File: config.mk
export PLATFORM = sky130hd
export DESIGN_NAME = arst_queue
export DESIGN_NICKNAME = d
export VERILOG_FILES = /design/src/rtl/core/arst_pkg.sv /design/src/rtl/core/arst_queue.sv
export SDC_FILE = /design/constraint.sdc
export NUM_CORES = 1
export LEC_CHECK = 0
export BUFFER_PORTS_ARGS = -buffer_cell sky130_fd_sc_hd__buf_2
export CAP_MARGIN = 5
export CORE_AREA = 2 2 151 153
export DETAILED_ROUTE_END_ITERATION = 10
export DIE_AREA = 0 0 153 155
export PLACE_DENSITY_LB_ADDON = 0.15
export SLEW_MARGIN = 20
export SYNTH_ARGS = -nofsm -noshare
export SYNTH_HDL_FRONTEND = slang
export SYNTH_SLANG_ARGS = --single-unit
File: constraint.sdc
create_clock -name clk -period 7.3 [get_ports clk]
set_input_delay 0.73 -clock clk [delete_from_list [all_inputs] [get_ports clk]]
set_output_delay 0.73 -clock clk [all_outputs]
set_load 0.05 [all_outputs]
File: src/rtl/core/arst_pkg.sv
// ----------------------------------------------------------------------------
// arst_pkg
// Shared types and constants of the acceptance rate step tuner: the input and
// result words, the queue entry passed from front to back, and register codes.
// ----------------------------------------------------------------------------
`default_nettype none

package arst_pkg;

  localparam int MAX_TYPES   = 16;
  localparam int TYPE_W      = 4;
  localparam int VALUE_W     = 32;
  localparam int CNT_W       = 16;
  localparam int RATIO_W     = 16;
  localparam int GAIN_W      = 16;
  localparam int GAIN_FRAC   = 14;
  localparam int VALUE_FRAC  = 16;

  localparam int CFG_IDX_W   = 1;
  localparam int CFG_DATA_W  = 16;
  localparam int PERIOD_W    = 16;
  localparam int ACTIVE_W    = 5;
  localparam logic [PERIOD_W-1:0] PERIOD_RESET = 16'd1000;
  localparam logic [ACTIVE_W-1:0] ACTIVE_RESET = 5'd16;

  localparam logic [CFG_IDX_W-1:0] CFG_TUNE_PERIOD  = 1'b0;
  localparam logic [CFG_IDX_W-1:0] CFG_ACTIVE_TYPES = 1'b1;

  localparam int QUEUE_DEPTH = 2;
  localparam int QPTR_W      = $clog2(QUEUE_DEPTH);
  localparam int QCNT_W      = $clog2(QUEUE_DEPTH + 1);

  localparam int DIV_STEPS   = RATIO_W;
  localparam int DIV_CNT_W   = $clog2(DIV_STEPS);

  // Widths of the rescaling datapath.
  localparam int PROD_W      = GAIN_W + RATIO_W + 1;
  localparam int PSH_W       = PROD_W - GAIN_FRAC;
  localparam int FACT_W      = PSH_W + 1;
  localparam int SCL_W       = VALUE_W + FACT_W;
  localparam int NV_W        = SCL_W - VALUE_FRAC;

  typedef enum logic {
    OP_LOAD  = 1'b0,
    OP_COUNT = 1'b1
  } op_kind_t;

  typedef struct packed {
    logic                      req_type;
    logic [TYPE_W-1:0]         type_index;
    logic signed [VALUE_W-1:0] start_value;
    logic                      rejected_early;
    logic                      trial_taken;
    logic                      tune_enabled;
    logic                      bounded;
    logic [GAIN_W-1:0]         gain;
    logic [RATIO_W-1:0]        target_ratio;
    logic signed [VALUE_W-1:0] value_min;
    logic signed [VALUE_W-1:0] value_max;
  } in_word_t;

  typedef struct packed {
    logic [TYPE_W-1:0]         type_out;
    logic signed [VALUE_W-1:0] step_value;
    logic                      period_done;
  } out_word_t;

  typedef struct packed {
    op_kind_t                  op;
    logic [TYPE_W-1:0]         type_index;
    logic signed [VALUE_W-1:0] start_value;
    logic                      trial_taken;
    logic                      tune_enabled;
    logic                      bounded;
    logic [GAIN_W-1:0]         gain;
    logic [RATIO_W-1:0]        target_ratio;
    logic signed [VALUE_W-1:0] value_min;
    logic signed [VALUE_W-1:0] value_max;
  } q_entry_t;

endpackage

`default_nettype wire

File: src/rtl/core/arst_queue.sv
// ----------------------------------------------------------------------------
// arst_queue
// Short first-in first-out queue of classified operations between the front
// and the back of the step tuner.
// ----------------------------------------------------------------------------
`default_nettype none

module arst_queue (
  input  wire logic               clk,
  input  wire logic               rst_n,
  input  wire logic               push,
  input  wire arst_pkg::q_entry_t push_data,
  output      logic               full,
  input  wire logic               pop,
  output      logic               head_valid,
  output      arst_pkg::q_entry_t head
);
  import arst_pkg::*;

  q_entry_t          mem_r [QUEUE_DEPTH];
  logic [QPTR_W-1:0] wr_ptr_r, wr_ptr_nxt;
  logic [QPTR_W-1:0] rd_ptr_r, rd_ptr_nxt;
  logic [QCNT_W-1:0] cnt_r, cnt_nxt;

  assign full       = (cnt_r == QCNT_W'(QUEUE_DEPTH));
  assign head_valid = (cnt_r != '0);
  assign head       = mem_r[rd_ptr_r];

  always_comb begin
    wr_ptr_nxt = push ? wr_ptr_r + 1'b1 : wr_ptr_r;
    rd_ptr_nxt = pop  ? rd_ptr_r + 1'b1 : rd_ptr_r;
    cnt_nxt    = cnt_r + QCNT_W'(push) - QCNT_W'(pop);
  end

  always_ff @(posedge clk) begin
    if (!rst_n) begin
      wr_ptr_r <= '0;
      rd_ptr_r <= '0;
      cnt_r    <= '0;
    end else begin
      wr_ptr_r <= wr_ptr_nxt;
      rd_ptr_r <= rd_ptr_nxt;
      cnt_r    <= cnt_nxt;
    end
    if (push) begin
      mem_r[wr_ptr_r] <= push_data;
    end
  end

endmodule

`default_nettype wire

Word level (Yosys, flattened, before mapping)
Memories as Yosys holds them, arrays and structs flattened. A register that Yosys moved wholly into a read port is not among the register bits. Index checks and enable logic that the tools add are counted.

$add $sub $neg: 4. Reductions and logical operators: 1. Shift-type cells: 0. Bitwise operators: 0. $lt $le $gt $ge: 0. Eq/ne operators: 1. $mul: 0. Divide/modulo/power cells: 0. Muxes and demuxes: 4.

Operators with widths (count): $mux W1 (4); $add A1 B1 Y1 const B (2); $add A2 B1 Y2 (1); $eq A2 B2 Y1 const B (1); $reduce_bool A2 Y1 (1); $sub A2 B1 Y2 (1).

Bits in latches: 0. Bits in read-only memories: 0. Memories: 1. Register bits after elaboration: 4. Output and inout port bits: 138. Input port bits: 140. Bits in writable memories: 272.

Memories: mem_r (words 2, width 136, read ports 1, clocked after Yosys merged registers in 1, write ports 1, RTL line arst_queue.sv:20) `q_entry_t mem_r [QUEUE_DEPTH];`.

Longest topological paths before layout
Gate-level depths: netlist of run 1.

Depth after elaboration: 3. Mapped depth: 6. Depth with buffers taken out: 6.

Worst setup path after synthesis of run 1
No wires, ideal clock.

Path kind: input to register. Start point: in push. End point: mem mem_r[0][0] (netlist name) (enable). Path buffers: 0. Path slack: 0 ps. Data arrival time: 6651 ps. Stages: 1. Data required time: 6651 ps. Cells stage by stage: nor2b_1.

Cells in the longest elaborated chain, start to end: 2.

Ends and longest elaborated chain: start, declared (RTL line arst_queue.sv:11) `input wire logic push,`; $mux W1 (RTL line arst_queue.sv:45) `if (push) begin`; $mux W1 (implied by the code) (RTL line arst_queue.sv:46) `mem_r[wr_ptr_r] <= push_data;`; end, declared (RTL line arst_queue.sv:20).

No other way between the ends.

==> results.yml, run 1 <==
run_status:
  outcome: "completed"
sta:
  slew_at_the_pin_with_the_worst_max_slew_slack_ps: 1049
  fmax_mhz: 255.3
  hold_viol_final: 0
  post-route-period-util_pct: 53.66
  final_period_minus_worst_setup_slack_ps: 3917
  hold_ws_ps: 380.2
  clock_skew_ps: 13.85
  worst_slew_margin_rel_pct: 30.09
  setup_repair_after_global_routing_missed_its_margin: "false"
  tns_ps: 0
  slew_violations: 0
  setup_violations: 0
synth:
  syn-mean-instance-area_um2: 22.95
  synth.net_count: 586
  synth_cell_type_count: 14
  ys_seq_elements: 277
  yosys_warnings: 0
  seq_area_frac_synth_pct: 81.14
  post_synth_instance_area_um2: 10190
  netlist_instances: 444
grt:
  gr-total-overflow: 0
  grt_max_degree: 73
  initial_antenna_violation_count: 4
  wire_length_of_the_first_global_routing_pass_um: 29740
  grt_pass1_vias: 5525
  grt_usage_pct: 15.85
worst_setup_path:
  crit_required_ps: 6570
  path_class: "flop to primary output"
  regToRegStartpoint: "wr_ptr_r$_SDFFE_PN0P_"
  crit_arrival_ps: 3190
  critical_path.startpoint_type: "flop"
  critical_path.endpoint_type: "primary output"
  critical_path.max_fanout: 71
placed_design:
  dp_hpwl_um: 12960
  placement.cell_area_um2: 11860
  port_buffers: 277
  gp_routability_congestion: 0.7578
clocking:
  post_cts.repair.setup_buffers: 0
  cts-htree-levels: 1
  clock_latency_of_the_later_clocked_register_in_the_worst_skew_pair_ps: 540
  cts_root_buf: "clkbuf_16"
  clk_transition_reported_paths_ps: 60
  cts-buffers-inserted: 29
  cts.hold.buffers_added: 0
  clockBufferDepth: 3
  cts_resized: 0
  clkSinkCount: 277
  tritoncts: "done"
routing:
  drt_pre_antenna_iters: 4
  detail_route.iter0.violations: 207
  post_drt_via_cell_ratio: 4.903
  ant_nets: 0
  wl_um: 19650
  routedWlPerCell_um: 18.68
  vias: 5158
  drc_errors: 0
floorplan:
  core_area_um2: 22230
  die_width_um: 153
  boundaryPins: 278
  row_cnt: 55
  fp.dieH_um: 155
  floorplan.initialDensity_pct: 45.84
  fp.dieArea_um2: 23720
min_path:
  timing.hold.worst.class: "input pin to flop"
  worst_hold_launch: "push_data[105]"
flow_run:
  drv_cap: 0
cells_and_area:
  nets: 883
  layout-area-overhead-vs-synth_pct: 27.54
  layout-drive-gt1-share_pct: 60.86
  design_area_um2: 13000
  final_core_utilization_pct: 58.47
pwr:
  pwr_density_cell_nw_per_um2: 321.4
  power.leakage_nw: 4.971
  totalPowerFinal_mw: 4.177
  irDropWorstVdd_mv: 0.2294
[flip-flops by register name, indices dropped and copies added, names as in the netlist, named ones only]
signal,cells
mem_r,272
wr_ptr_r,1
rd_ptr_r,1
cnt_r,2
[cell usage in the layout (no fill, tap or decap), drive strengths merged, types with 2 or more instances in the layout]
master and n:
clkinv 6, inv 3, dfxtp 5, diode 3
edfxtp 272, mux2 136, clkbuf 33, clkinvlp 3
ha 2, buf 281, bufinv 11, and2 4
nor2b 4
[where the power goes]
part	leakage [nW]	switching, mW	internal, mW
combinational	1.84	0.421	0.184
clock	0.532	0.581	1.11
sequential	2.60	0.0354	1.84
total	4.97	1.04	3.14
[synth_stat cells (all sizes together)]
library cell | instances | area [um^2]
edfxtp | 272 | 8168
mux2 | 136 | 1682
buf | 15 | 112.6
dfxtp | 5 | 100.1
and2 | 4 | 25.02
nor2b | 4 | 25.02
ha | 2 | 25.02
inv | 2 | 7.510
o21a | 1 | 7.510
or2 | 1 | 6.260
xnor3 | 1 | 22.52
xor2 | 1 | 8.760
[worst paths after layout]
path                             end  slack (ps)  cells past startpoint
max                         head[28]        3380                      3
min          mem_r[0][105]$_DFFE_PP_         380                      1
max reg2reg   mem_r[1][25]$_DFFE_PP_        4760                      2
min reg2reg    rd_ptr_r$_SDFFE_PN0P_         590                      2
[logic make-up (layout without fill, tap and decap cells)]
group	after synthesis	in the layout	synth area share [%]
compound gates	1	1	0.07370
xor+xnor	2	2	0.3070
fa+ha+maj	2	2	0.2455
buf+inv	17	337	1.179
flops	277	277	81.14
mux	136	136	16.50
other cells	0	3	0
simple gates	9	9	0.5525
[per-layer routing]
layer	wire, um	vias to the layer above	global-route usage [%]
met2	9430	213	26.29
met1	7819	2521	19.38
met4	375	4	4.321
met5	27	-	0
li1	-	2378	-
met3	1995	42	6.518
[final cells by class]
cell class	count	area, um^2
fill	1720	9231
sequential	277	8272
multi-input combinational	150	1812
timing repair buffer	281	1416
clock buffer	33	740.7
clock inverter	21	384.1
tap	285	356.6
inverter	2	7.507
antenna	3	7.507
[critical path, cell delays in order, from the launching register on]
cell     delay, ps
dfxtp_4        990
buf_4          910
mux2_2         440
buf_2          220
[through the flow]
stage	setup WS (ps)	instances
floorplan	2568	444
global placement	3913	995
detailed placement	3855	995
CTS	3281	1049
global route	3128	1050
finish	3383	1052
(Power assumes the default switching activity.)
==> run 2, diff against run 1 <==
CORE_AREA = 2 2 143 145   (was 2 2 151 153)
DIE_AREA = 0 0 145 147   (was 0 0 153 155)
clock period = 4.1 ns   (was 7.3 ns; I/O delays follow)
==> run 2 against run 1 <==
Net effect: die area decreased by 10%; sequential power increased by 77%; flip-flop and latch count unchanged; register-to-register slack got worse by 2700 ps; wire length decreased by 2.2%; clock skew decreased by 7.9 ps; clock power increased by 50%; critical endpoint is now head[44]; highest routed layer is now met4.
==> results.yml, run 2 (synthesis gave the netlist of run 1 again) <==
placed_design:
  dp_hpwl_um: 12830
  port_buffers: 277
  gp_routability_congestion: 0.7592
clocking:
  tritoncts: "done"
  post_cts.repair.setup_buffers: 0
  cts_root_buf: "clkbuf_16"
  cts-htree-levels: 1
  clk_transition_reported_paths_ps: 60
  clockBufferDepth: 3
  cts.hold.buffers_added: 0
  cts-buffers-inserted: 28
  clock_latency_of_the_later_clocked_register_in_the_worst_skew_pair_ps: 530
  cts_resized: 0
  clkSinkCount: 277
routing:
  wl_um: 19210
  post_drt_via_cell_ratio: 4.893
  drt_pre_antenna_iters: 6
  vias: 5069
  ant_nets: 0
  routedWlPerCell_um: 18.55
  drc_errors: 0
  detail_route.iter0.violations: 266
flow_run:
  drv_cap: 0
sta:
  setup_violations: 0
  fmax_mhz: 342.9
  slew_violations: 0
  clock_skew_ps: 5.948
  hold_viol_final: 0
  setup_repair_after_global_routing_missed_its_margin: "false"
  post-route-period-util_pct: 71.14
  tns_ps: 0
  hold_ws_ps: 70.72
  final_period_minus_worst_setup_slack_ps: 2917
  slew_at_the_pin_with_the_worst_max_slew_slack_ps: 944.7
  worst_slew_margin_rel_pct: 37.02
min_path:
  timing.hold.worst.class: "input pin to flop"
cells_and_area:
  largest-register: "mem_r"
  area_of_all_sequential_standard_cells_um2: 8272
  area_of_combinational_cells_with_multiple_inputs_um2: 1812
  layout-area-overhead-vs-synth_pct: 25.99
  nets: 883
  largestRegisters: "mem_r x272, cnt_r x2"
  largest_register_ff_count: 272
  fillerInstances: 1442
  layout.cells.most_common_list: "277 x buf_2, 272 x edfxtp_1, 96 x mux2_2, 40 x mux2_4, 29 x clkbuf_16"
  layout_commonest_cell: "buf_2"
  layout-drive-gt1-share_pct: 60.81
pwr:
  irDropWorstVdd_mv: 0.3287
  totalPowerFinal_mw: 6.965
  pwr_density_cell_nw_per_um2: 542.5
  power.leakage_nw: 4.912
worst_setup_path:
  critical_path.max_fanout: 41
  path_class: "flop to primary output"
  crit_arrival_ps: 2510
  crit_path_top_delay_cell: "dfxtp_4"
  crit_required_ps: 3690
  worstPathCellList: "buf_4 -> mux2_2 -> buf_2"
  critical_path.startpoint_type: "flop"
  crit_path_max_incr_delay_ps: 800
  critical_path.endpoint_type: "primary output"
grt:
  grt_pass1_vias: 5461
  initial_antenna_violation_count: 3
  gr-total-overflow: 0
  grt_max_degree: 72
  grt_usage_pct: 17.41
  wire_length_of_the_first_global_routing_pass_um: 28940
floorplan:
  fp.dieArea_um2: 21320
  boundaryPins: 278
  core_area_um2: 19840
  die_width_um: 145
  row_cnt: 52
  floorplan.initialDensity_pct: 51.35
  fp.dieH_um: 147
run_status:
  outcome: "completed"
[run 2: changes by cell type in the layout (fill, tap and decap cells not counted), sizes merged]
cell,delta
clkinv,+8
bufinv,-7
clkbuf,-2
buf,+1
clkinvlp,-1
[run 2: layout make-up]
type / count / share of cell area, %
multi-input cells: 150 / 14.11
inverters: 2 / 0.05847
clock inverters: 21 / 1.618
repair buffers: 282 / 11.38
clock buffers: 31 / 5.711
well taps: 270 / 2.631
flip-flops and latches: 277 / 64.43
diodes: 3 / 0.05847
[run 2: power breakdown]
group,internal (mW),switching [mW]
clock network,1.54,1.01
registers,3.28,0.0568
logic,0.331,0.752
total,5.14,1.82
[run 2: through the flow]
stage,cell area [um^2],setup WS [ps],cells,utilization [%]
after global placement,11890,1786,981,59.92
after CTS,12830,1131,1033,64.66
after global routing,12840,1053,1036,64.70
final,12840,1183,1036,64.70
after floorplan,10200,84.00,444,-
after detailed placement,11890,1710,981,59.92
[run 2: final timing paths]
kind / start / end / slack [ps] / cells past startpoint
max: flop / head[44] / 1180 / 3
min: push_data[18] / mem_r[1][18]$_DFFE_PP_ / 70 / 1
max reg2reg: wr_ptr_r$_SDFFE_PN0P_ / mem_r[1][16]$_DFFE_PP_ / 2070 / 2
min reg2reg: rd_ptr_r$_SDFFE_PN0P_ / rd_ptr_r$_SDFFE_PN0P_ / 580 / 2
[run 2: critical path, delay by kind of cell, from the launching register on]
| kind | cells | cell delay, ps |
|---|---|---|
| multiplexers | 1 | 400 |
| buffers and inverters | 2 | 740 |
| flip-flops | 1 | 800 |
[run 2: metal layers]
metal,share of wire [%],up-vias,GRT usage (%)
li1,-,2375,-
met1,38,2470,20.75
met2,52,182,30.62
met3,7.1,42,5.062
met4,2.6,0,5.792
met5,0,-,0
==> run 3, diff against run 2 <==
clock period = 3 ns   (was 4.1 ns; I/O delays follow)
==> run 3 against run 2 <==
Net effect: via count up 12%; die area unchanged; sequential share of layout area down 5.9 points; final cell count rose by 13%; wire length increased by 6.9%; worst setup slack lost 510 ps; global-route usage increased by 1.4 points; largest cell class unchanged.
==> results.yml, run 3 (synthesis gave the netlist of run 1 again) <==
run_status:
  outcome: "completed"
clocking:
  clock_latency_of_the_later_clocked_register_in_the_worst_skew_pair_ps: 520
  clkSinkCount: 277
  clk_transition_reported_paths_ps: 60
  cts_resized: 0
  cts-buffers-inserted: 28
  cts_root_buf: "clkbuf_16"
  post_cts.repair.setup_buffers: 0
  cts-htree-levels: 1
  tritoncts: "done"
  clockBufferDepth: 3
routing:
  ant_nets: 0
  vias: 5696
  wl_um: 20540
  drt_pre_antenna_iters: 4
  drc_errors: 0
  routedWlPerCell_um: 17.56
  post_drt_via_cell_ratio: 4.868
  detail_route.iter0.violations: 285
sta:
  setup_violations: 0
  final_period_minus_worst_setup_slack_ps: 2326
  clock_skew_ps: 10.63
  setup_repair_after_global_routing_missed_its_margin: "false"
  post-route-period-util_pct: 77.54
  tns_ps: 0
  slew_violations: 0
  worst_slew_margin_rel_pct: 43.99
  hold_viol_final: 0
  fmax_mhz: 429.9
  slew_at_the_pin_with_the_worst_max_slew_slack_ps: 840.1
  hold_ws_ps: 39.11
worst_setup_path:
  ff2ff_path_depth: 2
  critical_path.max_fanout: 80
  crit_path_end: "head[13]"
  crit_required_ps: 2700
  path_class: "flop to primary output"
  regToRegStartpoint: "wr_ptr_r$_SDFFE_PN0P_"
  timing.rr.end: "mem_r[1][86]$_DFFE_PP_"
  crit_arrival_ps: 2030
  setup.reg_to_reg.worst_slack_ps: 1170
  critical_path.endpoint_type: "primary output"
  critical_path.startpoint_type: "flop"
grt:
  wire_length_of_the_first_global_routing_pass_um: 31950
  grt_pass1_vias: 6274
  grt_usage_pct: 18.77
  gr-total-overflow: 0
  initial_antenna_violation_count: 0
  grt_max_degree: 81
min_path:
  timing.hold.worst.class: "input pin to flop"
cells_and_area:
  largest_register_ff_count: 272
  largest-register: "mem_r"
  area_of_combinational_cells_with_multiple_inputs_um2: 1812
  count_of_antenna_diodes_in_the_layout: 0
  layout-drive-gt1-share_pct: 51.00
  final_core_utilization_pct: 71.24
  layout.cells.most_common_list: "277 x buf_2, 272 x edfxtp_1, 136 x dlygate4sd3_1, 96 x mux2_2, 40 x mux2_4"
  fillerInstances: 1306
  layout_commonest_cell: "buf_2"
  area_of_all_sequential_standard_cells_um2: 8272
  layout-area-overhead-vs-synth_pct: 38.73
  largestRegisters: "mem_r x272, cnt_r x2"
  nets: 1021
pwr:
  power.leakage_nw: 5.454
  pwr_density_cell_nw_per_um2: 665.0
  irDropWorstVdd_mv: 0.6096
floorplan:
  die_width_um: 145
  row_cnt: 52
  fp.dieArea_um2: 21320
  fp.dieH_um: 147
  floorplan.initialDensity_pct: 51.35
  core_area_um2: 19840
  boundaryPins: 278
placed_design:
  gp_routability_congestion: 0.7533
  port_buffers: 277
  dp_hpwl_um: 12350
flow_run:
  drv_cap: 0
## run 3: cell count changes in the layout (fill, tap and decap cells not counted), sizes merged
cell	before	now
buf	282	284
bufinv	4	1
clkbuf	31	36
clkinv	14	13
clkinvlp	2	0
diode	3	0
dlygate4sd3	0	136
## run 3: area by class of cell
type,count,area share [%]
inverters,2,0.05311
clock inverters,15,0.6550
clock buffers,36,5.320
well taps,270,2.390
flip-flops and latches,277,58.51
repair buffers,420,20.25
multi-input cells,150,12.82
## run 3: metal layers
layer	global-route usage (%)	vias up	share of wire [%]
met5	0	-	0
met4	5.594	0	2.3
met3	4.503	37	6.5
met2	34.29	216	51
met1	22.15	2803	40
li1	-	2640	-
## run 3: repair_timing
| action | 4_1_cts | 5_1_grt |
|---|---|---|
| hold endpoints to repair | 272 | 0 |
| hold buffers | 136 | 0 |
| setup endpoints to repair | 0 | 0 |
## run 3: worst max-delay path, cell delays in order, from the launching register on
cell     delay (ps)
dfxtp_4         370
buf_12          390
mux2_2          430
buf_2           220
## run 3: how the worst min path moves through the flow
stage / start / end / slack [ps] / depth (start not counted)
after floorplan: push_data[0] / mem_r[0][0]$_DFFE_PP_ / 400 / 0
after global placement: push_data[26] / mem_r[1][26]$_DFFE_PP_ / 490 / 1
after detailed placement: push_data[43] / mem_r[1][43]$_DFFE_PP_ / 490 / 1
after CTS: rst_n / rd_ptr_r$_SDFFE_PN0P_ / 20 / 2
after global routing: rst_n / rd_ptr_r$_SDFFE_PN0P_ / 30 / 2
final: rst_n / rd_ptr_r$_SDFFE_PN0P_ / 40 / 2
## run 3: where the power goes
group / internal (mW) / switching, mW / leakage [nW]
Clock: 1.84 / 1.36 / 0.414
Combinational: 0.576 / 1.10 / 2.45
Sequential: 4.48 / 0.0505 / 2.60
## run 3: stage by stage
stage	area (um^2)	setup slack, ps	power [mW]	cells
floorplan	10200	214.0	5.766	444
global placement	11930	1183	6.109	983
detailed placement	11930	1127	6.142	983
CTS	14140	675.7	9.476	1170
global route	14140	625.7	9.722	1170
finish	14140	674.0	9.401	1170
