$ cat src/rtl/core/arst_pkg.sv
// ----------------------------------------------------------------------------
// arst_pkg
// Shared types and constants of the acceptance rate step tuner: the input and
// result words, the queue entry passed from front to back, and register codes.
// ----------------------------------------------------------------------------
`default_nettype none

package arst_pkg;

  localparam int MAX_TYPES   = 16;
  localparam int TYPE_W      = 4;
  localparam int VALUE_W     = 32;
  localparam int CNT_W       = 16;
  localparam int RATIO_W     = 16;
  localparam int GAIN_W      = 16;
  localparam int GAIN_FRAC   = 14;
  localparam int VALUE_FRAC  = 16;

  localparam int CFG_IDX_W   = 1;
  localparam int CFG_DATA_W  = 16;
  localparam int PERIOD_W    = 16;
  localparam int ACTIVE_W    = 5;
  localparam logic [PERIOD_W-1:0] PERIOD_RESET = 16'd1000;
  localparam logic [ACTIVE_W-1:0] ACTIVE_RESET = 5'd16;

  localparam logic [CFG_IDX_W-1:0] CFG_TUNE_PERIOD  = 1'b0;
  localparam logic [CFG_IDX_W-1:0] CFG_ACTIVE_TYPES = 1'b1;

  localparam int QUEUE_DEPTH = 2;
  localparam int QPTR_W      = $clog2(QUEUE_DEPTH);
  localparam int QCNT_W      = $clog2(QUEUE_DEPTH + 1);

  localparam int DIV_STEPS   = RATIO_W;
  localparam int DIV_CNT_W   = $clog2(DIV_STEPS);

  // Widths of the rescaling datapath.
  localparam int PROD_W      = GAIN_W + RATIO_W + 1;
  localparam int PSH_W       = PROD_W - GAIN_FRAC;
  localparam int FACT_W      = PSH_W + 1;
  localparam int SCL_W       = VALUE_W + FACT_W;
  localparam int NV_W        = SCL_W - VALUE_FRAC;

  typedef enum logic {
    OP_LOAD  = 1'b0,
    OP_COUNT = 1'b1
  } op_kind_t;

  typedef struct packed {
    logic                      req_type;
    logic [TYPE_W-1:0]         type_index;
    logic signed [VALUE_W-1:0] start_value;
    logic                      rejected_early;
    logic                      trial_taken;
    logic                      tune_enabled;
    logic                      bounded;
    logic [GAIN_W-1:0]         gain;
    logic [RATIO_W-1:0]        target_ratio;
    logic signed [VALUE_W-1:0] value_min;
    logic signed [VALUE_W-1:0] value_max;
  } in_word_t;

  typedef struct packed {
    logic [TYPE_W-1:0]         type_out;
    logic signed [VALUE_W-1:0] step_value;
    logic                      period_done;
  } out_word_t;

  typedef struct packed {
    op_kind_t                  op;
    logic [TYPE_W-1:0]         type_index;
    logic signed [VALUE_W-1:0] start_value;
    logic                      trial_taken;
    logic                      tune_enabled;
    logic                      bounded;
    logic [GAIN_W-1:0]         gain;
    logic [RATIO_W-1:0]        target_ratio;
    logic signed [VALUE_W-1:0] value_min;
    logic signed [VALUE_W-1:0] value_max;
  } q_entry_t;

endpackage

`default_nettype wire

$ cat src/rtl/core/arst_front.sv
// ----------------------------------------------------------------------------
// arst_front
// Holds the configuration registers, accepts input words and classifies them:
// loads and counted outcomes go to the queue, ignored outcomes are dropped.
// ----------------------------------------------------------------------------
`default_nettype none

module arst_front (
  input  wire logic                                clk,
  input  wire logic                                rst_n,
  input  wire logic                                start,
  output      logic                                busy,
  input  wire arst_pkg::in_word_t                  in_word,
  input  wire logic                                cfg_we,
  input  wire logic [arst_pkg::CFG_IDX_W-1:0]      cfg_index,
  input  wire logic [arst_pkg::CFG_DATA_W-1:0]     cfg_wdata,
  input  wire logic                                q_full,
  output      logic                                q_push,
  output      arst_pkg::q_entry_t                  q_data,
  output      logic [arst_pkg::PERIOD_W-1:0]       tune_period
);
  import arst_pkg::*;

  logic [PERIOD_W-1:0] period_r, period_nxt;
  logic [ACTIVE_W-1:0] active_r, active_nxt;
  logic                accept;
  logic                keep;

  assign busy        = q_full;
  assign accept      = start && !q_full;
  assign tune_period = period_r;

  // A load always goes through; an outcome only for a tracked type that
  // was not rejected early.
  always_comb begin
    if (in_word.req_type == OP_LOAD) begin
      keep = 1'b1;
    end else begin
      keep = ({1'b0, in_word.type_index} < active_r) && !in_word.rejected_early;
    end
    q_push              = accept && keep;
    q_data.op           = op_kind_t'(in_word.req_type);
    q_data.type_index   = in_word.type_index;
    q_data.start_value  = in_word.start_value;
    q_data.trial_taken  = in_word.trial_taken;
    q_data.tune_enabled = in_word.tune_enabled;
    q_data.bounded      = in_word.bounded;
    q_data.gain         = in_word.gain;
    q_data.target_ratio = in_word.target_ratio;
    q_data.value_min    = in_word.value_min;
    q_data.value_max    = in_word.value_max;
  end

  always_comb begin
    period_nxt = period_r;
    active_nxt = active_r;
    if (cfg_we) begin
      unique case (cfg_index)
        CFG_TUNE_PERIOD:  period_nxt = cfg_wdata[PERIOD_W-1:0];
        CFG_ACTIVE_TYPES: active_nxt = cfg_wdata[ACTIVE_W-1:0];
        default: ;
      endcase
    end
  end

  always_ff @(posedge clk) begin
    if (!rst_n) begin
      period_r <= PERIOD_RESET;
      active_r <= ACTIVE_RESET;
    end else begin
      period_r <= period_nxt;
      active_r <= active_nxt;
    end
  end

endmodule

`default_nettype wire

$ cat config.mk
export PLATFORM = sky130hd
export DESIGN_NAME = arst_front
export DESIGN_NICKNAME = d
export VERILOG_FILES = /design/src/rtl/core/arst_pkg.sv /design/src/rtl/core/arst_front.sv
export SDC_FILE = /design/constraint.sdc
export NUM_CORES = 1
export LEC_CHECK = 0
export BUFFER_PORTS_ARGS = -buffer_cell sky130_fd_sc_hd__buf_2
export CAP_MARGIN = 10
export CORE_AREA = 4 4 119 121
export CTS_CLUSTER_SIZE = 25
export DETAILED_ROUTE_END_ITERATION = 8
export DIE_AREA = 0 0 123 125
export PLACE_DENSITY = 0.59
export SYNTH_ARGS = -nofsm -noshare
export SYNTH_HDL_FRONTEND = slang
export SYNTH_SLANG_ARGS = --single-unit
$ cat constraint.sdc
create_clock -name clk -period 1.6 [get_ports clk]
set_clock_uncertainty 0.1 [all_clocks]
set_input_delay 0.16 -clock clk [delete_from_list [all_inputs] [get_ports clk]]
set_output_delay 0.16 -clock clk [all_outputs]
set_load 0.1 [all_outputs]
-- Word-level counts from Yosys, hierarchy flattened
Index checks and enable logic that the tools add are counted.
- bits of input ports: 159
- word-level logic and storage cells: 12
- bits in registers: 21
- output and inout port bits: 154
- bitwise logic cells: 1
- multiplexer cells: 1
- reduce and logical (&&, ||, !) cells: 7
- $lt $le $gt $ge: 1
- operator list (operator ; number):
    4-bit by 5-bit less-than comparator with 1-bit output ; 1
    2-bit AND reduction ; 2
    1-bit logical AND ; 3
    1-bit logical NOT ; 2
    1-bit 2-to-1 mux ; 1
    1-bit NOT ; 1

-- Longest topological paths before layout
Gate-level depths: netlist of run 1.
- word-level depth: 4
- depth in mapped cells: 5
- mapped depth without buffers: 5

-- Least setup slack after synthesis of run 1
OpenSTA, ideal clock, no wires.
- path kind: reg-to-output
- start: reg active_r[2]
- end: out q_push
- path slack: -377 ps
- buffers on the path: 0
- arrival time: 1717 ps
- required time: 1340 ps
- stages on the path, launching flop included: 6
- cell sequence: dfxtp_1 > inv_1 > ha_1 > a21o_1 > a31oi_1 > o311a_1
- word-level cells in the longest chain between the ends: 4
- ends and longest elaborated chain (what ; RTL line ; RTL):
    start: declaration ; arst_front.sv:25 ; logic [ACTIVE_W-1:0] active_r, active_nxt;
    start signal: assignment ; arst_front.sv:72 ; active_r <= active_nxt;
    4-bit by 5-bit less-than comparator with 1-bit output ; arst_front.sv:39 ; keep = ({1'b0, in_word.type_index} < active_r) && !in_word.rejected_early;
    1-bit logical AND ; arst_front.sv:39 ;
    1-bit 2-to-1 mux ; arst_front.sv:36 ; if (in_word.req_type == OP_LOAD) begin
    1-bit logical AND ; arst_front.sv:41 ; q_push = accept && keep;
    end: declaration ; arst_front.sv:18 ; output logic q_push,
No other way between the ends.

-- Final worst setup path of run 1
Ends and elaborated chain as after synthesis.

==> out/metrics.csv, run 1 <==
metric,value,unit
Initial Utilization,0.148,
Netlist Area Pre-Place,0.00194,mm²
Die ar.,0.0154,mm²
final wirelength,4.70,mm
H-tree levels,1,
number of setup buffers added after CTS,0,
clk root buf,clkbuf_16,
Clock Path Buffers,2,
Pins Over Slew Limit,0,
DRC,0,
row count,42,
PwrDens,1030,mW/mm²
Yosys reg bits,21,
Layout Cells excl Fill,334,
initial antenna violation count,1,
status,finished with violations,
Worst VDD drop,303,µV
failing checks,setup timing,
first-pass GRT wire length,6.48,mm
normalized max-slew margin,0.667,
DRT Pass-1 Iters,3,
Setup Viol. Count Final,1,
gpl congestion,0.655,
Worst Max-Slew Pin Slew,0.502,ns
final-layout fill cell count,1498,
vias after detailed routing,1057,
synthesis-to-finish area growth,-22.9,%
Cell variety after synth,18,
"Max FO, Critical Path",2,
Setup Crit Path Kind,register to output pin,
Hold Buf Count CTS,0,
clk_lat worst skew,0.26,ns
crit path time final,1.83,ns
highest clock rate,547,MHz
post-DR wirelength/cell,14.1,µm
via/cell ratio,3.16,
boundary pin count,313,
total power,1.54,mW
RSZ-0062 raised after global routing,true,
most used standard cell by instance count after synthesis,buf_4,
fin nets,321,
top-area cell type share of the netlist area,0.537,
Pleak,0.611,nW
clock sink count,21,
Final Util,0.115,
Syn Nets,406,
PortBufs,50,
remaining antenna violation count,0,
CP Data Arrival Time,1.57,ns
clock edge transition at the registers on the reported setup and hold paths,0.06,ns
Die W,123,µm
die span in y,125,µm
crit path capture type,output pin,
"Worst Setup Slack, final",-0.227,ns
"Hold Vio Cnt, Final",0,
number of flops mapped to enable cells by yosys,0,
share of cells above drive strength 1,0.443,
period utilization,1.14,
sequential area share after synthesis,0.216,
mean post-synth cell area,7.96,µm²
largest area contributor in the netlist,buf_4,
initial DRC count,12,
Crit path required time,1.34,ns
Post-synth ARST share,0,
vias in the first global route,1107,
Cells after Synth,244,
GRT Util Overall,0.0581,
gr ovfl total,0,
diode count,0,
placed cell count,330,
Max-Cap Viols,0,
worst hold path class,input port to register,
"top cells by count, synth","buf_4 (139), nand2_1 (35), dfxtp_1 (21)",
largest net degree at the start of global routing,22,
Worst setup SP type,register,
core footprint,0.0131,mm²
ranking of synthesized cells by area,"buf_4 (54%), dfxtp_1 (22%), nand2_1 (6.8%)",
prevailing post-synth register cell,dfxtp_1,
dpl hpwl,3.77,mm
total CTS buffers,3,
TritonCTS clock tree,done,
Ys Warns,0,
## layout by cell type (no fill, tap or decap)
master     instances
ha_4               1
nand2_2            4
o21ai_1            1
a21o_1             1
o311a_4            1
a31oi_2            1
buf_4              2
dfxtp_1           20
buf_12             2
nand2b_1           2
dfxtp_2            1
a21boi_2           4
buf_2             49
a21boi_0          10
inv_1              2
nand3_1           12
clkbuf_16          3
clkbuf_1           1
nand2_1           35
nor2b_1            2
inv_2              1
ha_1               2
nor2b_2            1
## per-stage QoR
stage               setup WS [ns]  cell area [µm²]  TNS, ns  hold WS (ns)
finish                     -0.227             1500   -0.227        0.0163
global route               -0.290             1500   -0.290        0.0152
CTS                        -0.256             1500   -0.256       0.00966
detailed placement        -0.0982             1400  -0.0982         0.221
global placement          -0.0471             1400  -0.0471         0.221
floorplan                  0.0229             1950        0         0.184
## sequential cells by signal (all words and copies together), names as in the netlist
signal / cells
tune_period: 16
active_r: 5
## critical path, stage by stage (launching register included)
cell,delay [ns]
dfxtp_2,0.33
inv_2,0.04
ha_4,0.26
a21o_1,0.12
a31oi_2,0.05
o311a_4,0.33
buf_12,0.17
## final cells by class
| class | count | area, µm² | share of cell area |
|---|---|---|---|
| inverters | 3 | 11.3 | 0.00751 |
| flip-flops and latches | 21 | 422 | 0.281 |
| repair buffers | 53 | 300 | 0.200 |
| multi-input cells | 77 | 467 | 0.311 |
| well taps | 176 | 220 | 0.147 |
| clock buffers | 4 | 78.8 | 0.0526 |
## worst paths after layout
check / from / to / cells after the start / slack, ns
max: active_r[2]$_SDFFE_PN0P_ / q_push / 6 / -0.23
min: cfg_wdata[9] / tune_period[9]$_SDFFE_PN1P_ / 3 / 0.02
max reg2reg: active_r[3]$_SDFFE_PN0P_ / active_r[3]$_SDFFE_PN0P_ / 2 / 0.85
min reg2reg: tune_period[13]$_SDFFE_PN0P_ / tune_period[13]$_SDFFE_PN0P_ / 2 / 0.36
## cell families after synthesis
family / Yosys count / synth area share
flops: 21 / 0.216
compound gates: 18 / 0.0766
simple gates: 56 / 0.127
fa+ha+maj: 3 / 0.0193
buf+inv: 146 / 0.560
## repair_timing
action,CTS,global route
pin swaps,1,0
endpoints found under the setup margin,1,1
gates resized for setup,4,1
## routing by layer
metal / GRT usage / wire (µm) / vias up / share of wire
met3: 0.0321 / 653 / 44 / 0.14
met5: 0 / 13 / - / 0.0028
met2: 0.0952 / 2260 / 84 / 0.48
met4: 0.0521 / 384 / 2 / 0.082
met1: 0.0497 / 1390 / 476 / 0.30
li1: - / - / 451 / -
## where the power goes
| group | internal (mW) | switching (mW) |
|---|---|---|
| registers | 0.551 | 0.0140 |
| clock network | 0.340 | 0.210 |
| logic | 0.0977 | 0.323 |
| total | 0.989 | 0.548 |
No activity file was read; power rests on OpenSTA's default activity.
==> inputs of run 2 (changes only) <==
--- a/config.mk
+++ b/config.mk
@@ -8,10 +8,9 @@
 export BUFFER_PORTS_ARGS = -buffer_cell sky130_fd_sc_hd__buf_2
 export CAP_MARGIN = 10
 export CORE_AREA = 4 4 119 121
-export CTS_CLUSTER_SIZE = 25
 export DETAILED_ROUTE_END_ITERATION = 8
 export DIE_AREA = 0 0 123 125
-export PLACE_DENSITY = 0.59
+export PLACE_DENSITY = 0.47
 export SYNTH_ARGS = -nofsm -noshare
 export SYNTH_HDL_FRONTEND = slang
 export SYNTH_SLANG_ARGS = --single-unit
==> out/metrics.csv, run 2 (synthesis gave the netlist of run 1 again) <==
metric,value,unit,change
synthesis-to-finish area growth,-20.6,%,
Hold Startpoint,cfg_wdata[13],,
largest net degree at the start of global routing,22,,unchanged
CP Data Arrival Time,1.55,ns,-0.02 ns
gpl congestion,0.595,,-9.1%
Layout Cells excl Fill,338,,+1.2%
TritonCTS clock tree,done,,
"Max FO, Critical Path",2,,unchanged
Die ar.,0.0154,mm²,unchanged
Initial Utilization,0.148,,unchanged
Worst VDD drop,179,µV,-41%
row count,42,,unchanged
"leading cell type in the layout, fill and taps excluded",buf_2,,
total CTS buffers,3,,unchanged
clock sink count,21,,unchanged
total power,1.57,mW,+2.4%
hold depth,3,,unchanged
crit path capture type,output pin,,
boundary pin count,313,,unchanged
reg-to-reg startpoint,active_r[0]$_SDFFE_PN0P_,,
post-DR wirelength/cell,14.2,µm,+1.1%
initial DRC count,10,,-2
dpl hpwl,3.57,mm,-5.3%
vias after detailed routing,1091,,+3.2%
RSZ-0062 raised after global routing,true,,
via/cell ratio,3.23,,+2.0%
clock edge transition at the registers on the reported setup and hold paths,0.07,ns,about the same
R2R depth,2,,unchanged
Final Util,0.118,,+0.00335
first-pass GRT wire length,6.71,mm,+3.5%
most frequent cells in the layout,"buf_2 (49), nand2_1 (35), dfxtp_1 (19)",,
remaining antenna violation count,0,,unchanged
Setup Crit Path Kind,register to output pin,,
core footprint,0.0131,mm²,unchanged
initial antenna violation count,0,,-1
"Worst Setup Slack, final",-0.209,ns,+0.0180 ns
Max-Cap Viols,0,,unchanged
share of cells above drive strength 1,0.432,,-0.0109
max reg flops,16,,unchanged
clk root buf,clkbuf_16,,
DRT Pass-1 Iters,2,,-1
Crit path required time,1.34,ns,about the same
Post-DP Area,0.00139,mm²,-0.54%
period utilization,1.13,,-0.0113
Clock Path Buffers,2,,unchanged
die span in y,125,µm,unchanged
highest clock rate,553,MHz,+1.0%
Pins Over Slew Limit,0,,unchanged
hold endpoint,tune_period[13]$_SDFFE_PN0P_,,
final hold slack,0.0254,ns,+0.00912 ns
Die W,123,µm,unchanged
worst hold path class,input port to register,,
Setup Viol. Count Final,1,,unchanged
diode count,0,,unchanged
DRC,0,,unchanged
PwrDens,1020,mW/mm²,-0.53%
normalized max-slew margin,0.656,,-0.0114
final-layout fill cell count,1519,,+1.4%
Worst Max-Slew Pin Slew,0.520,ns,+0.0173 ns
crit path time final,1.81,ns,-0.0180 ns
failing checks,setup timing,,
PortBufs,50,,unchanged
status,finished with violations,,
final wirelength,4.81,mm,+2.3%
vias in the first global route,1145,,+3.4%
Worst setup SP type,register,,
fin nets,325,,+1.2%
gr ovfl total,0,,unchanged
clk_lat worst skew,0.26,ns,about the same
Pleak,0.627,nW,+2.6%
GRT Util Overall,0.0604,,+0.00223
placed cell count,329,,-0.30%
worst r2r dst,active_r[0]$_SDFFE_PN0P_,,
Post-Layout Inst Area,0.00154,mm²,+2.9%
"reg-to-reg slack, setup",0.87,ns,+0.02 ns
"Hold Vio Cnt, Final",0,,unchanged
number of setup buffers added after CTS,0,,unchanged
H-tree levels,1,,unchanged
## run 2: changes by cell type in the layout (fill, tap and decap cells not counted)
cell           change
dfxtp_2            +1
buf_4              -1
dlygate4sd3_1      +5
dfxtp_1            -1
## run 2: worst max-delay path by stage
stage                                         from  depth (start not counted)  slack, ns  endpoint
final                     active_r[2]$_SDFFE_PN0P_                          6      -0.21    q_push
after global placement    active_r[2]$_SDFFE_PN0P_                          6      -0.08    q_push
after global routing      active_r[2]$_SDFFE_PN0P_                          6      -0.30    q_push
after CTS                 active_r[2]$_SDFFE_PN0P_                          6      -0.24    q_push
after floorplan           active_r[2]$_SDFFE_PN0P_                          5       0.02    q_push
after detailed placement  active_r[2]$_SDFFE_PN0P_                          6      -0.08    q_push
## run 2: repair_timing
item	in CTS	in global routing
hold endpoints to repair	5	0
setup endpoints to repair	1	1
gates resized for setup	4	2
pin swaps	1	0
hold buffers	5	0
## run 2: cell type report
cell class	count	area, µm²	share of cell area
Multi-Input combinational cell	77	467	0.303
Sequential cell	21	423	0.274
Inverter	3	11.3	0.00730
Tap cell	176	220	0.143
Timing Repair Buffer	57	343	0.222
Clock buffer	4	78.8	0.0511
## run 2: per-stage QoR
step / TNS, ns / setup WS [ns]
floorplan: 0 / 0.0229
global placement: -0.0793 / -0.0793
detailed placement: -0.0761 / -0.0761
CTS: -0.243 / -0.243
global route: -0.299 / -0.299
finish: -0.209 / -0.209
## run 2: layer usage
layer	track usage	vias to the layer above	share of wire
li1	-	460	-
met1	0.0530	475	0.30
met2	0.0949	99	0.46
met3	0.0352	57	0.16
met4	0.0560	0	0.078
met5	0	-	0
## run 2: worst max-delay path, stage by stage, from the launching register on
cell     delay, ns
dfxtp_2       0.33
inv_2         0.04
ha_4          0.26
a21o_1        0.11
a31oi_2       0.04
o311a_4       0.33
buf_12        0.17
## run 2: where the power goes
part / switching [mW] / internal [mW] / total (mW) / leakage [nW]
Combinational: 0.324 / 0.104 / 0.428 / 0.415
Sequential: 0.0137 / 0.551 / 0.565 / 0.173
Clock: 0.239 / 0.342 / 0.580 / 0.0382
Total: 0.577 / 0.997 / 1.57 / 0.627
==> inputs of run 3 (changes only) <==
--- a/config.mk
+++ b/config.mk
@@ -10,7 +10,9 @@
 export CORE_AREA = 4 4 119 121
 export DETAILED_ROUTE_END_ITERATION = 8
 export DIE_AREA = 0 0 123 125
+export MAX_ROUTING_LAYER = met4
 export PLACE_DENSITY = 0.47
+export SKIP_LAST_GASP = 1
 export SYNTH_ARGS = -nofsm -noshare
 export SYNTH_HDL_FRONTEND = slang
 export SYNTH_SLANG_ARGS = --single-unit
==> out/metrics.csv, run 3 <==
metric,value,unit,change
Syn Nets,406,,unchanged
gpl congestion,0.599,,+0.62%
die span in y,125,µm,unchanged
vias in the first global route,1146,,+0.087%
ranking of synthesized cells by area,"buf_4 (54%), dfxtp_1 (22%), nand2_1 (6.8%)",,
Die W,123,µm,unchanged
Initial Utilization,0.148,,unchanged
top-area cell type share of the netlist area,0.537,,unchanged
sequential area share after synthesis,0.216,,unchanged
row count,42,,unchanged
number of setup buffers added after CTS,0,,unchanged
Worst End Pin Type,primary output,,
number of flops mapped to enable cells by yosys,0,,unchanged
Crit. endpoint post-GRT repair,q_push,,
Post-DP Area,0.00139,mm²,unchanged
largest area contributor in the netlist,buf_4,,
placed cell count,329,,unchanged
Post-synth ARST share,0,,unchanged
prevailing post-synth register cell,dfxtp_1,,
most used standard cell by instance count after synthesis,buf_4,,
Netlist Area Pre-Place,0.00194,mm²,unchanged
Yosys reg bits,21,,unchanged
Err,[ERROR DRT-0255] Maze Route cannot find path of net in_word[110] in worker of routeBox ( 96600 0 ) ( 123000 48300 ).,,
Clock Path Buffers,2,,unchanged
Cell variety after synth,18,,unchanged
Cells after Synth,244,,unchanged
GRT Util Overall,0.0621,,+0.00175
H-tree levels,1,,unchanged
largest net degree at the start of global routing,22,,unchanged
PortBufs,50,,unchanged
initial antenna violation count,0,,unchanged
dpl hpwl,3.57,mm,unchanged
total CTS buffers,3,,unchanged
Stopped at,detailed routing (5_2_route),,
first-pass GRT wire length,6.70,mm,-0.10%
clock sink count,21,,unchanged
gr ovfl total,0,,unchanged
Ys Warns,0,,unchanged
"top cells by count, synth","buf_4 (139), nand2_1 (35), dfxtp_1 (21)",,
clk root buf,clkbuf_16,,
mean post-synth cell area,7.96,µm²,unchanged
status,aborted with a tool error,,
boundary pin count,313,,unchanged
[run 3: cell counts after synthesis]
Identical to the previous run, type by type.
[run 3: what timing repair did]
| action | CTS | global route |
|---|---|---|
| resized for setup | 4 | 1 |
| hold buffers | 5 | 0 |
| pin swaps | 1 | 0 |
| endpoints found under the setup margin | 1 | 1 |
| hold endpoints to repair | 5 | 0 |
[run 3: stage by stage]
stage	setup slack, ns	utilization
after floorplan	0.0229	-
after global placement	-0.0793	0.106
after detailed placement	-0.0761	0.106
after CTS	-0.243	0.118
after global routing	-0.299	0.118
[run 3: logic make-up after synthesis]
kind of cell | count (synthesis) | synth area share
AOI/OAI and AO/OA | 18 | 0.0766
adders and majority gates | 3 | 0.0193
buffers and inverters | 146 | 0.560
DFF | 21 | 0.216
and+or+nand+nor | 56 | 0.127
[run 3: metal layers]
metal / track usage
met1: 0.0539
met4: 0.0586
met3: 0.0339
met5: -
met2: 0.0936
==> inputs of run 4 (changes only) <==
--- a/config.mk
+++ b/config.mk
@@ -7,11 +7,10 @@
 export LEC_CHECK = 0
 export BUFFER_PORTS_ARGS = -buffer_cell sky130_fd_sc_hd__buf_2
 export CAP_MARGIN = 10
-export CORE_AREA = 4 4 119 121
+export CORE_AREA = 4 4 121 123
 export DETAILED_ROUTE_END_ITERATION = 8
-export DIE_AREA = 0 0 123 125
-export MAX_ROUTING_LAYER = met4
-export PLACE_DENSITY = 0.47
+export DIE_AREA = 0 0 125 127
+export PLACE_DENSITY_LB_ADDON = 0.15
 export SKIP_LAST_GASP = 1
 export SYNTH_ARGS = -nofsm -noshare
 export SYNTH_HDL_FRONTEND = slang
==> out/metrics.csv, run 4 (synthesis gave the netlist of run 1 again) <==
metric,value,unit,change
status,finished with violations,,
failing checks,setup timing,,
Worst VDD drop,284,µV,
share of cells above drive strength 1,0.438,,
R2R depth,2,,
Hold Startpoint,cfg_wdata[13],,
"reg-to-reg slack, setup",0.88,ns,
"Hold Vio Cnt, Final",0,,
Metal-1 WL,1.80,mm,
total CTS buffers,3,,unchanged
Initial Utilization,0.142,,-0.00631
Pleak,0.625,nW,
remaining antenna violation count,0,,
hold endpoint,tune_period[13]$_SDFFE_PN0P_,,
Pins Over Slew Limit,0,,
Worst setup SP type,register,,
clock edge transition at the registers on the reported setup and hold paths,0.07,ns,
GRT Util Overall,0.0556,,-0.00650
"leading cell type in the layout, fill and taps excluded",buf_2,,
die span in y,127,µm,+1.6%
post-DR wirelength/cell,13.6,µm,
Reg area,422,µm²,
final hold slack,0.0296,ns,
gpl congestion,0.624,,+4.2%
TritonCTS clock tree,done,,
boundary pin count,313,,unchanged
footprint of the multi-input gates,475,µm²,
final wirelength,4.62,mm,
Clock Path Buffers,2,,unchanged
H-tree levels,1,,unchanged
most frequent cells in the layout,"buf_2 (49), nand2_1 (35), dfxtp_1 (20)",,
Crit path required time,1.34,ns,
highest clock rate,539,MHz,
Setup Crit Path Kind,register to output pin,,
met3 WL,428,µm,
"Max FO, Critical Path",2,,
hold depth,3,,
Max Used Layer,met4,,
Die W,125,µm,+1.6%
core footprint,0.0137,mm²,
via/cell ratio,3.06,,
fin nets,323,,
synthesis-to-finish area growth,-20.3,%,
worst r2r dst,tune_period[0]$_SDFFE_PN0P_,,
vias in the first global route,1091,,-4.8%
initial DRC count,21,,
Setup Viol. Count Final,1,,
crit path time final,1.85,ns,
reg-to-reg startpoint,tune_period[0]$_SDFFE_PN0P_,,
PortBufs,50,,unchanged
vias after detailed routing,1042,,
worst hold path class,input port to register,,
clk_lat worst skew,0.26,ns,
diode count,0,,
first-pass GRT wire length,6.58,mm,-1.7%
DRT Pass-1 Iters,2,,
CP Data Arrival Time,1.59,ns,
Worst Max-Slew Pin Slew,0.500,ns,
DRC,0,,
dpl hpwl,3.38,mm,-5.3%
final-layout fill cell count,1643,,
routed wl met2,1.99,mm,
max reg flops,16,,
Post-Route Setup TNS,-0.254,ns,
"Worst Setup Slack, final",-0.254,ns,
gr ovfl total,0,,unchanged
clock sink count,21,,unchanged
largest net degree at the start of global routing,22,,unchanged
initial antenna violation count,0,,unchanged
clk root buf,clkbuf_16,,
row count,43,,+2.4%
Die ar.,0.0159,mm²,
PwrDens,1020,mW/mm²,
crit path capture type,output pin,,
normalized max-slew margin,0.669,,
Max-Cap Viols,0,,
total power,1.57,mW,
period utilization,1.16,,
RSZ-0062 raised after global routing,true,,
run 4: final cells by class:
class / count / share of cell area
multi-input combinational: 77 / 0.307
clock inverter: 1 / 0.00323
clock buffer: 3 / 0.0485
timing repair buffer: 55 / 0.216
sequential: 21 / 0.272
tap: 180 / 0.145
inverter: 3 / 0.00727
run 4: repair_timing:
action,4_1_cts,5_1_grt
setup endpoints to repair,1,1
buffers inserted,0,0
hold endpoints to repair,3,0
hold buffers,3,0
pin swaps,2,1
gates resized for setup,5,0
run 4: worst max-delay path by stage:
| stage | cells after the start | to | from |
|---|---|---|---|
| after floorplan | 5 | q_push | active_r[2]$_SDFFE_PN0P_ |
| after global placement | 6 | q_push | active_r[2]$_SDFFE_PN0P_ |
| after detailed placement | 6 | q_push | active_r[2]$_SDFFE_PN0P_ |
| after CTS | 6 | q_push | active_r[2]$_SDFFE_PN0P_ |
| after global routing | 6 | q_push | active_r[2]$_SDFFE_PN0P_ |
| final | 6 | q_push | active_r[2]$_SDFFE_PN0P_ |
run 4: power by group:
part	internal (mW)	leakage [nW]	switching, mW	total (mW)
Combinational	0.107	0.411	0.325	0.432
Clock	0.338	0.0409	0.238	0.576
Sequential	0.551	0.173	0.0148	0.566
Total	0.995	0.625	0.578	1.57
run 4: stage by stage:
step                instances  instance area [µm²]   util  setup slack [ns]
floorplan                 244                 1950      -            0.0229
global placement          333                 1410  0.103            -0.138
detailed placement        333                 1410  0.103            -0.156
CTS                       340                 1550  0.113            -0.288
global route              340                 1550  0.113            -0.332
finish                    340                 1550  0.113            -0.254
run 4: per-layer routing:
layer / global-route usage / vias to the layer above
li1: - / 459
met1: 0.0592 / 478
met4: 0.0561 / 0
met5: 0 / -
met2: 0.0826 / 54
met3: 0.0213 / 51
run 4: worst max-delay path, stage by stage, from the launching register on:
cell	delay, ns
dfxtp_2	0.33
inv_2	0.04
ha_4	0.27
a21o_1	0.15
a31oi_4	0.05
o311a_4	0.32
buf_12	0.17
